## src/rtl/catl_pkg.sv

```systemverilog
`timescale 1ns / 1ps
package catl_pkg;

   localparam int CHANNELS_DEF = 64;
   localparam int POINTS_DEF   = 128;

   localparam int FREQ_W  = 24;
   localparam int POWER_W = 16;
   localparam int STEP_W  = 11;
   localparam int MAX_W   = 8;
   localparam int CSR_W   = 11;

   // shared divider: signed dividend, unsigned divisor
   localparam int DIV_NW = 44;
   localparam int DIV_DW = 25;

   localparam logic [10:0] STEP_RESET = 11'd64;
   localparam logic [7:0]  MAX_RESET  = 8'd127;

   localparam logic CSR_ATTEN_STEP = 1'b0;
   localparam logic CSR_MAX_ATTEN  = 1'b1;

   localparam logic [1:0] REQ_CLEAR  = 2'd0;
   localparam logic [1:0] REQ_INSERT = 2'd1;
   localparam logic [1:0] REQ_LOOKUP = 2'd2;

   localparam logic [2:0] ST_OK         = 3'd0;
   localparam logic [2:0] ST_EMPTY      = 3'd1;
   localparam logic [2:0] ST_POWER_HIGH = 3'd2;
   localparam logic [2:0] ST_BEYOND_MAX = 3'd3;
   localparam logic [2:0] ST_FULL       = 3'd4;

   localparam logic [4:0] OP_NONE       = 5'd0;
   localparam logic [4:0] OP_LOAD       = 5'd1;
   localparam logic [4:0] OP_CLEAR      = 5'd2;
   localparam logic [4:0] OP_INS_INIT   = 5'd3;
   localparam logic [4:0] OP_RD_PREV    = 5'd4;
   localparam logic [4:0] OP_SHIFT      = 5'd5;
   localparam logic [4:0] OP_INS_NEW    = 5'd6;
   localparam logic [4:0] OP_RD_FIRST   = 5'd7;
   localparam logic [4:0] OP_RD_LAST    = 5'd8;
   localparam logic [4:0] OP_GOT_LAST   = 5'd9;
   localparam logic [4:0] OP_RD_MID     = 5'd10;
   localparam logic [4:0] OP_MID_CMP    = 5'd11;
   localparam logic [4:0] OP_MUL        = 5'd12;
   localparam logic [4:0] OP_DIV_INTERP = 5'd13;
   localparam logic [4:0] OP_CAL_INTERP = 5'd14;
   localparam logic [4:0] OP_CAL_LO     = 5'd15;
   localparam logic [4:0] OP_CAL_HI     = 5'd16;
   localparam logic [4:0] OP_DIV_STEP   = 5'd17;
   localparam logic [4:0] OP_FINISH     = 5'd18;
   localparam logic [4:0] OP_FINISH_LK  = 5'd19;
   localparam logic [4:0] OP_INIT       = 5'd20;

   typedef struct packed {
      logic [4:0] op;
      logic [2:0] status;
   } cmd_type;

   typedef struct packed {
      logic       ch_valid;
      logic [1:0] req_kind;
      logic       count_zero;
      logic       full;
      logic       pos_zero;
      logic       prev_gt;
      logic       f_le_lo;
      logic       f_ge_hi;
      logic       gap_gt1;
      logic       flat;
      logic       div_done;
      logic       init_last;
   } sts_type;

endpackage

```

## src/rtl/catl_ctrl.sv

```systemverilog
`timescale 1ns / 1ps
module catl_ctrl (
   input  logic              clock,
   input  logic              reset,
   input  logic              start,
   output logic              busy,
   input  catl_pkg::sts_type sts,
   output catl_pkg::cmd_type cmd
);
   import catl_pkg::*;

   localparam logic [4:0] S_IDLE     = 5'd0;
   localparam logic [4:0] S_DECODE   = 5'd1;
   localparam logic [4:0] S_FIN      = 5'd2;
   localparam logic [4:0] S_INS_CHK  = 5'd3;
   localparam logic [4:0] S_INS_CMP  = 5'd4;
   localparam logic [4:0] S_INS_NEW  = 5'd5;
   localparam logic [4:0] S_LK_RD1   = 5'd6;
   localparam logic [4:0] S_LK_GOT   = 5'd7;
   localparam logic [4:0] S_LK_CLAMP = 5'd8;
   localparam logic [4:0] S_SRCH     = 5'd9;
   localparam logic [4:0] S_SRCH_CMP = 5'd10;
   localparam logic [4:0] S_INTERP   = 5'd11;
   localparam logic [4:0] S_DIV1     = 5'd12;
   localparam logic [4:0] S_WAIT1    = 5'd13;
   localparam logic [4:0] S_DIV2     = 5'd14;
   localparam logic [4:0] S_WAIT2    = 5'd15;
   localparam logic [4:0] S_INIT     = 5'd16;

   logic [4:0] state_ff, state_in;

   always_comb begin
      state_in   = state_ff;
      cmd.op     = OP_NONE;
      cmd.status = ST_OK;
      case (state_ff)
         S_INIT: begin
            cmd.op = OP_INIT;
            if (sts.init_last) begin
               state_in = S_IDLE;
            end
         end
         S_IDLE: begin
            if (start) begin
               cmd.op   = OP_LOAD;
               state_in = S_DECODE;
            end
         end
         S_DECODE: begin
            if (!sts.ch_valid) begin
               cmd.op     = OP_FINISH;
               cmd.status = ST_EMPTY;
               state_in   = S_IDLE;
            end else begin
               case (sts.req_kind)
                  REQ_CLEAR: begin
                     cmd.op   = OP_CLEAR;
                     state_in = S_FIN;
                  end
                  REQ_INSERT: begin
                     if (sts.full) begin
                        cmd.op     = OP_FINISH;
                        cmd.status = ST_FULL;
                        state_in   = S_IDLE;
                     end else begin
                        cmd.op   = OP_INS_INIT;
                        state_in = S_INS_CHK;
                     end
                  end
                  REQ_LOOKUP: begin
                     if (sts.count_zero) begin
                        cmd.op     = OP_FINISH;
                        cmd.status = ST_EMPTY;
                        state_in   = S_IDLE;
                     end else begin
                        cmd.op   = OP_RD_FIRST;
                        state_in = S_LK_RD1;
                     end
                  end
                  default: begin
                     cmd.op   = OP_FINISH;
                     state_in = S_IDLE;
                  end
               endcase
            end
         end
         S_FIN: begin
            cmd.op   = OP_FINISH;
            state_in = S_IDLE;
         end
         S_INS_CHK: begin
            if (sts.pos_zero) begin
               state_in = S_INS_NEW;
            end else begin
               cmd.op   = OP_RD_PREV;
               state_in = S_INS_CMP;
            end
         end
         S_INS_CMP: begin
            if (sts.prev_gt) begin
               cmd.op   = OP_SHIFT;
               state_in = S_INS_CHK;
            end else begin
               state_in = S_INS_NEW;
            end
         end
         S_INS_NEW: begin
            cmd.op   = OP_INS_NEW;
            state_in = S_FIN;
         end
         S_LK_RD1: begin
            cmd.op   = OP_RD_LAST;
            state_in = S_LK_GOT;
         end
         S_LK_GOT: begin
            cmd.op   = OP_GOT_LAST;
            state_in = S_LK_CLAMP;
         end
         S_LK_CLAMP: begin
            if (sts.f_le_lo) begin
               cmd.op   = OP_CAL_LO;
               state_in = S_DIV2;
            end else if (sts.f_ge_hi) begin
               cmd.op   = OP_CAL_HI;
               state_in = S_DIV2;
            end else begin
               state_in = S_SRCH;
            end
         end
         S_SRCH: begin
            if (sts.gap_gt1) begin
               cmd.op   = OP_RD_MID;
               state_in = S_SRCH_CMP;
            end else begin
               state_in = S_INTERP;
            end
         end
         S_SRCH_CMP: begin
            cmd.op   = OP_MID_CMP;
            state_in = S_SRCH;
         end
         S_INTERP: begin
            if (sts.flat) begin
               cmd.op   = OP_CAL_LO;
               state_in = S_DIV2;
            end else begin
               cmd.op   = OP_MUL;
               state_in = S_DIV1;
            end
         end
         S_DIV1: begin
            cmd.op   = OP_DIV_INTERP;
            state_in = S_WAIT1;
         end
         S_WAIT1: begin
            if (sts.div_done) begin
               cmd.op   = OP_CAL_INTERP;
               state_in = S_DIV2;
            end
         end
         S_DIV2: begin
            cmd.op   = OP_DIV_STEP;
            state_in = S_WAIT2;
         end
         S_WAIT2: begin
            if (sts.div_done) begin
               cmd.op   = OP_FINISH_LK;
               state_in = S_IDLE;
            end
         end
         default: state_in = S_IDLE;
      endcase
   end

   always_ff @(posedge clock) begin
      if (reset) begin
         state_ff <= S_INIT;
      end else begin
         state_ff <= state_in;
      end
   end

   assign busy = state_ff != S_IDLE;
endmodule

```

## config.mk

```make
export PLATFORM = sky130hd
export DESIGN_NAME = catl_ctrl
export DESIGN_NICKNAME = d
export VERILOG_FILES = /design/src/rtl/catl_pkg.sv /design/src/rtl/catl_ctrl.sv
export SDC_FILE = /design/constraint.sdc
export NUM_CORES = 1
export LEC_CHECK = 0
export BUFFER_PORTS_ARGS = -buffer_cell sky130_fd_sc_hd__buf_4
export CAP_MARGIN = 20
export CORE_MARGIN = 2
export CORE_UTILIZATION = 54
export CTS_CLUSTER_DIAMETER = 150
export DETAILED_ROUTE_END_ITERATION = 6
export PLACE_DENSITY = 0.89
export SYNTH_ARGS = -nofsm -noshare
export SYNTH_HDL_FRONTEND = slang
export SYNTH_SLANG_ARGS = --single-unit
```

## constraint.sdc

```tcl
create_clock -name clock -period 4.1 [get_ports clock]
set_input_delay 0.82 -clock clock [delete_from_list [all_inputs] [get_ports clock]]
set_output_delay 0.82 -clock clock [all_outputs]
set_load 0.02 [all_outputs]
```

==> results of run 1 <==
## per-stage QoR
| step | instance area [um2] | hold slack, ns | std cells | worst slack, ns |
|---|---|---|---|---|
| final | 961 | 0.717 | 151 | 1.23 |
| after global routing | 961 | 0.766 | 151 | 1.09 |
| after CTS | 961 | 0.712 | 151 | 1.23 |
| after detailed placement | 935 | 0.705 | 147 | 1.24 |
| after global placement | 935 | 0.695 | 147 | 1.28 |
| after floorplan | 793 | 0.591 | 117 | 1.45 |
## synthesized netlist by cell type (3+ instances only)
cell type  n
nor2_1     6
nor3_1     4
ha_1       4
or3_1      3
nand4_1    4
nor2b_1    4
inv_1      6
o21ai_0    5
a31oi_1    5
nand2_1    9
buf_2      4
dfxtp_1    5
a211oi_1   4
a21oi_1    7
nand3_1    6
o21ai_1    4
o22ai_1    3
inv_2      3
## layer usage
metal	GRT usage [%]	vias to the layer above
met3	7.76	4
met2	40.3	54
li1	-	478
met4	10.6	0
met1	26.8	438
met5	0	-
## area by class of cell
class,count,area (um2),area share [%]
Timing Repair Buffer,23,173,18.0
Clock buffer,4,26.3,2.73
Tap cell,15,18.8,1.95
Inverter,9,33.8,3.52
Sequential cell,5,100,10.4
Multi-Input combinational cell,95,609,63.4
## worst max path at each step
stage | from | endpoint | slack [ns] | depth (start not counted)
floorplan | sts[10] | cmd[7] | 1.45 | 7
global placement | sts[10] | cmd[7] | 1.28 | 9
detailed placement | sts[11] | cmd[7] | 1.24 | 9
CTS | sts[11] | cmd[7] | 1.23 | 9
global route | state_ff[3] | cmd[3] | 1.09 | 5
finish | sts[11] | cmd[7] | 1.23 | 9
## critical path: stages
cell and delay (ns):
buf_4 0.12, inv_1 0.07, ha_1 0.22, a22oi_1 0.09, nand2_1 0.09, a31oi_1 0.09, o31a_1 0.26, o21ai_1 0.13
buf_4 0.16
## kinds of logic after synthesis
| logic type | after synthesis |
|---|---|
| AOI/OAI and AO/OA | 43 |
| adders and majority gates | 4 |
| buffers and inverters | 17 |
| DFF | 5 |
| other | 1 |
| and+or+nand+nor | 47 |
## power breakdown
| part | internal (uW) | switching (uW) |
|---|---|---|
| registers | 49.8 | 3.75 |
| logic | 22.3 | 23.5 |
| clock network | 36.7 | 19.5 |
| total | 109 | 46.8 |
==> results_dict.tcl, run 1 <==
set metrics [dict create \
    cap_viol_max_count 0 \
    crit_path_end_kind "primary output" \
    ctsHoldBuffers 0 \
    status "complete, no violations" \
    cts_resized 0 \
    path_clk_slew_ns 0.04 \
    antenna_cells 0 \
    clock_path_buffers 2 \
    initial_core_util_pct 59.5 \
    clkSinkCount 5 \
    syn_area_um2 793 \
    ys.flop_type "dfxtp_1" \
    wirelength_met1_um 829 \
    relSlewSlack_pct 59.6 \
    fmax_mhz 349 \
    required_ns 3.28 \
    vias_per_cell 6.45 \
    via_count 974 \
    routed-wl-met2_um 1050 \
    synthXorXnorAreaFrac_pct 0 \
    finalPower_uw 156 \
    drc_errors 0 \
    gp_congestion 0.967 \
    path_max_fanout 4 \
    layout_common_cells "buf_4 (23), nand2_1 (9), a21oi_1 (7)" \
    seq_area_frac_synth_pct 12.6 \
    grt_pass1_vias 863 \
    r2r-start "state_ff[0]" \
    vdd_drop_max_mv 0.145 \
    routed_wl_um 2090 \
    final_common_cell "buf_4" \
    insertion_delay_ns 0.24 \
    post_cts_buffers 0 \
    synth_edf_count 0 \
    die_h_um 42.3 \
    ys.warnings.count 0 \
    core_region_area_mm2 0.00133 \
    synth_top_area_share_pct 12.6 \
    dr.pass1.iters 4 \
    path_class "input port to primary output" \
    synth_top_area_cell "dfxtp_1" \
    drv_slew 0 \
    muxShareOfSynthArea_pct 0 \
    die_area_mm2 0.00179 \
    io_pins 25 \
    drive_above_1_share_pct 25.0 \
    cellPowerDensity_mw_per_mm2 162 \
    synth-simple-area-share_pct 33.6 \
    setup_viol 0 \
    final.setup.tns_ns 0 \
    worst_slew_pin_slew_ns 0.605 \
    final.fill_count 114 \
    hold_depth 2 \
    wl_per_cell_um 13.8 \
    hpwl_um 1610 \
    reg2reg_to "state_ff[0]" \
    grt_pass1_wl_um 3400 \
    grt_setup_unrepaired "no" \
    yosys-top-cells-area "dfxtp_1 (13%), ha_1 (6.3%), a21oi_1 (4.4%), nand2_1 (4.3%), a31oi_1 (3.9%)" \
    cp.arrival_ns 2.05 \
    reg2regPathDepth 5 \
    die_w_um 42.3 \
    synth-adder-area-share_pct 6.31 \
    fin_skew_ns 0.00239 \
    top_layer_used "met4" \
    track_usage_pct 23.8 \
    final_hold_viol_count 0 \
    ys_types 43 \
    synth_cells 117 \
    largest_reg_flops 5 \
    fin_nets 157 \
    htreeDepth 1 \
    syn_nets 137 \
    area_delta_synth_final_pct 21.1 \
    cts_inserted_buffers 3 \
    fin_crit_ns 2.87 \
    synth_compound_gate_area_share_pct 36.4 \
    grt-ovfl-total 0 \
    min_path_type "register to register" \
    synth.avg_cell_area_um2 6.78 \
    io_buffers 23 \
    start_kind "input port" \
    cts-root-buf "clkbuf_4" \
    fin_util_pct 72.0 \
    route.met3.wl_um 180 \
    ys_ff_latch 5 \
    drtIter0Drc 38 \
    fin_crit_sh_pct 70.0 \
    row_count 13 \
    hold_end "state_ff[4]" \
    regMostFlops "state_ff" \
    ant_nets 0 \
    synth_top_family_by_area "compound AO/OA/AOI/OAI gates" \
    reg_top3 "state_ff (5)" \
    grt_max_degree 19 \
    async_flop_share_pct 0 \
    p_leak_uw 0.000386 \
    worstHoldStart "state_ff[4]" \
    antenna_found_initial 0 \
    ff2ff_setup_slack_ns 2.42 \
    cts_tree "done" \
]
Note: power is estimated with default switching activity, not from simulation.
==> inputs of run 2 (changes only) <==
--- a/config.mk
+++ b/config.mk
@@ -8,10 +8,10 @@
 export BUFFER_PORTS_ARGS = -buffer_cell sky130_fd_sc_hd__buf_4
 export CAP_MARGIN = 20
 export CORE_MARGIN = 2
-export CORE_UTILIZATION = 54
+export CORE_UTILIZATION = 50
 export CTS_CLUSTER_DIAMETER = 150
 export DETAILED_ROUTE_END_ITERATION = 6
-export PLACE_DENSITY = 0.89
+export PLACE_DENSITY = 0.83
 export SYNTH_ARGS = -nofsm -noshare
 export SYNTH_HDL_FRONTEND = slang
 export SYNTH_SLANG_ARGS = --single-unit
==> constraint.sdc (replaced) <==
create_clock -name clock -period 2.8 [get_ports clock]
set_input_delay 0.56 -clock clock [delete_from_list [all_inputs] [get_ports clock]]
set_output_delay 0.56 -clock clock [all_outputs]
set_load 0.02 [all_outputs]
==> results_dict.tcl, run 2 (synthesis results as in run 1) <==
set metrics [dict create \
    pwr-share-seq_pct 34.2 \
    final.setup.tns_ns 0 \
    regMostFlops "state_ff" \
    antenna_found_initial 0 \
    fin_crit_sh_pct 93.0 \
    cts_resized 0 \
    min_path_type "input port to register" \
    io_buffers 23 \
    largest_reg_flops 5 \
    final_common_cell "buf_4" \
    cts_tree "done" \
    path_max_fanout 16 \
    gp_congestion 0.912 \
    cellPowerDensity_mw_per_mm2 236 \
    grt_pass1_wl_um 3800 \
    r2r-start "state_ff[0]" \
    cp.arrival_ns 2.04 \
    drtIter0Drc 62 \
    die_area_mm2 0.00192 \
    fmax_mhz 384 \
    wl_per_cell_um 15.1 \
    p_int_uw 159 \
    htreeDepth 1 \
    row_count 14 \
    ff2ff_setup_slack_ns 1.08 \
    status "complete, no violations" \
    p_leak_uw 0.000397 \
    final_hold_viol_count 0 \
    hpwl_um 1780 \
    reg_top3 "state_ff (5)" \
    start_kind "register" \
    crit_path_top_delay_cell "dfxtp_1" \
    track_usage_pct 26.4 \
    path_delay_family "compound AO/OA/AOI/OAI gates" \
    setup_ws_ns 0.196 \
    fin_util_pct 65.6 \
    layout_common_cells "buf_4 (25), nand2_1 (9), a21oi_1 (7)" \
    vdd_drop_max_mv 0.152 \
    io_pins 25 \
    required_ns 2.24 \
    clock_path_buffers 2 \
    drv_slew 0 \
    dp_worst_setup_slack_ns 0.444 \
    whs_ns 0.507 \
    fin_crit_ns 2.60 \
    worst_slew_pin_slew_ns 0.675 \
    fin_nets 159 \
    clkSinkCount 5 \
    initial_core_util_pct 53.3 \
    fin_skew_ns 0.00129 \
    reg2regPathDepth 5 \
    core_region_area_mm2 0.00149 \
    crit_path_end_kind "primary output" \
    setup_viol 0 \
    reg2reg_to "state_ff[1]" \
    vias_per_cell 6.45 \
    grt_pass1_vias 912 \
    crit_path_max_incr_delay_ns 0.66 \
    ant_nets 0 \
    clockPowerShare_pct 36.6 \
    combPwrFrac_pct 29.2 \
    finalPower_uw 231 \
    cap_viol_max_count 0 \
    die_w_um 43.8 \
    p_sw_uw 71.4 \
    relSlewSlack_pct 54.9 \
    post_cts_buffers 0 \
    hold_end "state_ff[4]" \
    ctsHoldBuffers 0 \
    cp_cell_sequence "inv_2 -> a2111oi_1 -> o21bai_1 -> buf_4" \
    grt_setup_unrepaired "no" \
    hold_depth 2 \
    insertion_delay_ns 0.24 \
    cts_inserted_buffers 3 \
    via_count 993 \
    drive_above_1_share_pct 26.1 \
    drc_errors 0 \
    routed_wl_um 2330 \
    die_h_um 43.8 \
    path_clk_slew_ns 0.05 \
    p_sw_share_pct 31.0 \
    grt-ovfl-total 0 \
    grt_max_degree 19 \
    dr.pass1.iters 4 \
    cp.buffers_inverters 2 \
    path_class "register to primary output" \
    antenna_cells 0 \
    worstHoldStart "sts[0]" \
    area_delta_synth_final_pct 23.2 \
    cts-root-buf "clkbuf_4" \
]
[run 2: area by class of cell]
| class | instances | area [um2] |
|---|---|---|
| multi-input cells | 95 | 609 |
| fillers | 141 | 512 |
| inverters | 9 | 33.8 |
| repair buffers | 25 | 188 |
| well taps | 16 | 20.0 |
| clock buffers | 4 | 26.3 |
| flip-flops and latches | 5 | 100 |
[run 2: worst max path at each step]
stage | cells past startpoint | start | slack [ns] | endpoint
after global routing | 4 | state_ff[1] | 0.11 | cmd[4]
after detailed placement | 9 | sts[10] | 0.44 | cmd[7]
final | 4 | state_ff[1] | 0.20 | cmd[4]
after CTS | 4 | state_ff[1] | 0.26 | cmd[4]
after global placement | 9 | sts[10] | 0.46 | cmd[7]
after floorplan | 7 | sts[10] | 0.67 | cmd[7]
[run 2: layer usage]
layer,share of wire [%],global-route usage [%]
met1,43,30.6
met2,49,46.8
met3,7.1,5.42
met4,1.2,10.3
met5,0,0
[run 2: power by group through the flow]
stage	Clock, uW	Sequential [uW]	Combinational [uW]
floorplan	0	75.2	38.3
global placement	0	79.8	64.9
detailed placement	0	79.9	66.6
CTS	84.9	78.6	66.9
global route	92.8	79.1	73.2
finish	84.5	78.9	67.3
[run 2: per-stage QoR]
stage	std cells	area (um2)
CTS	154	977
global route	154	977
floorplan	117	793
detailed placement	150	951
finish	154	977
global placement	150	951
==> inputs of run 3 (changes only) <==
--- a/config.mk
+++ b/config.mk
@@ -5,6 +5,7 @@
 export SDC_FILE = /design/constraint.sdc
 export NUM_CORES = 1
 export LEC_CHECK = 0
+export ABC_AREA = 1
 export BUFFER_PORTS_ARGS = -buffer_cell sky130_fd_sc_hd__buf_4
 export CAP_MARGIN = 20
 export CORE_MARGIN = 2
@@ -12,6 +13,7 @@
 export CTS_CLUSTER_DIAMETER = 150
 export DETAILED_ROUTE_END_ITERATION = 6
 export PLACE_DENSITY = 0.83
+export SKIP_CTS_REPAIR_TIMING = 1
 export SYNTH_ARGS = -nofsm -noshare
 export SYNTH_HDL_FRONTEND = slang
 export SYNTH_SLANG_ARGS = --single-unit
==> results_dict.tcl, run 3 <==
set metrics [dict create \
    status "complete, no violations" \
    grt_pass1_wl_um 3420 \
    ys_types 23 \
    final.fill_count 149 \
    cellPowerDensity_mw_per_mm2 239 \
    min_path_type "input port to register" \
    die_h_um 43.9 \
    yosys-top-cells-area "nand2_1 (21%), nor2_1 (13%), dfxtp_1 (13%), inv_1 (9.9%), nand3_1 (8.2%)" \
    syn_nets 172 \
    drc_errors 0 \
    fin_crit_ns 2.38 \
    vias_per_cell 5.19 \
    fin_crit_sh_pct 85.1 \
    gp_congestion 0.890 \
    antenna_found_initial 0 \
    wl_per_cell_um 11.2 \
    drtIter0Drc 52 \
    die_area_mm2 0.00193 \
    synth_top_area_share_pct 20.8 \
    drv_slew 0 \
    crit_path_end_kind "primary output" \
    clock_path_buffers 2 \
    final_common_cell "nand2_1" \
    grt_max_degree 9 \
    via_count 1006 \
    fin_util_pct 66.9 \
    synth_top_area_cell "nand2_1" \
    area_delta_synth_final_pct 26.6 \
    synthTopCellsByCount "nand2_1 (44), nor2_1 (27), inv_1 (21)" \
    clkSinkCount 5 \
    cts-root-buf "clkbuf_4" \
    ys.flop_type "dfxtp_1" \
    drive_above_1_share_pct 19.7 \
    row_count 14 \
    insertion_delay_ns 0.24 \
    ys_ff_latch 5 \
    grt-ovfl-total 0 \
    initial_core_util_pct 52.8 \
    reg_top3 "state_ff (5)" \
    track_usage_pct 22.9 \
    synth.avg_cell_area_um2 5.24 \
    io_buffers 23 \
    largest_reg_flops 5 \
    cts_tree "done" \
    syn_area_um2 796 \
    routed_wl_um 2170 \
    antenna_cells 0 \
    grt_setup_unrepaired "no" \
    p_leak_uw 0.000559 \
    path_class "register to primary output" \
    hpwl_um 1830 \
    htreeDepth 1 \
    synth_edf_count 0 \
    layout_common_cells "nand2_1 (44), nor2_1 (27), buf_4 (23)" \
    die_w_um 43.9 \
    dr.pass1.iters 4 \
    seq_area_frac_synth_pct 12.6 \
    ys.warnings.count 0 \
    io_pins 25 \
    ant_nets 0 \
    fin_nets 199 \
    required_ns 2.24 \
    cts_inserted_buffers 3 \
    cp.arrival_ns 1.82 \
    yosys.cell_count.top_type "nand2_1" \
    path_clk_slew_ns 0.05 \
    cap_viol_max_count 0 \
    vdd_drop_max_mv 0.306 \
    grt_pass1_vias 888 \
    core_region_area_mm2 0.00151 \
    synth_cells 152 \
    regMostFlops "state_ff" \
    async_flop_share_pct 0 \
    final_hold_viol_count 0 \
    final.setup.tns_ns 0 \
    setup_viol 0 \
    fin_skew_ns 0.00775 \
    path_max_fanout 6 \
    start_kind "register" \
    fmax_mhz 420 \
]
run 3: final timing paths:
check                   start           to  slack (ns)  cells after the start
setup / recovery  state_ff[0]       cmd[6]        0.42                      7
hold / removal          reset  state_ff[3]        0.52                      2
setup reg to reg  state_ff[1]  state_ff[1]        1.34                      9
hold reg to reg   state_ff[1]  state_ff[1]        0.62                      2
run 3: cell families after synthesis:
group | share of synthesized area, %
adder cells (fa/ha/maj) | 6.29
flip-flops | 12.6
AND/OR/NAND/NOR | 58.5
other | 0.471
AO/OA/AOI/OAI | 10.8
buffers and inverters | 11.3
run 3: stage by stage:
step	total power [uW]	std cells	hold WS (ns)	setup WS, ns	cell area [um2]
after floorplan	124	152	0.543	0.829	796
after global placement	159	190	0.594	0.652	981
after detailed placement	161	190	0.605	0.609	981
after CTS	242	194	0.507	0.431	1010
after global routing	255	194	0.512	0.249	1010
final	241	194	0.516	0.419	1010
run 3: area by class of cell:
type	instances	area, um2	share of cell area, %
clock buffers	4	26.3	2.61
inverters	22	82.6	8.20
multi-input cells	124	606	60.1
flip-flops and latches	5	100	9.94
well taps	16	20.0	1.99
repair buffers	23	173	17.1
run 3: metal layers:
layer / vias to the layer above / share of wire [%] / GRT usage (%)
li1: 536 / - / -
met1: 422 / 43 / 29.9
met2: 48 / 49 / 39.4
met3: 0 / 8.0 / 2.92
met4: 0 / 0 / 6.06
met5: - / 0 / 0
run 3: power breakdown:
part           switching, uW  internal (uW)  total [uW]
Clock                   27.1           53.7        80.8
Sequential              3.00           73.6        76.6
Combinational           46.5           36.9        83.4
run 3: worst max-delay path, cell delays in order, from the launching register on:
cell	delay, ns
dfxtp_1	0.45
nand2_1	0.12
nor2_1	0.25
nand2_1	0.16
o21ai_0	0.28
nor2_1	0.09
o31ai_1	0.07
buf_4	0.18
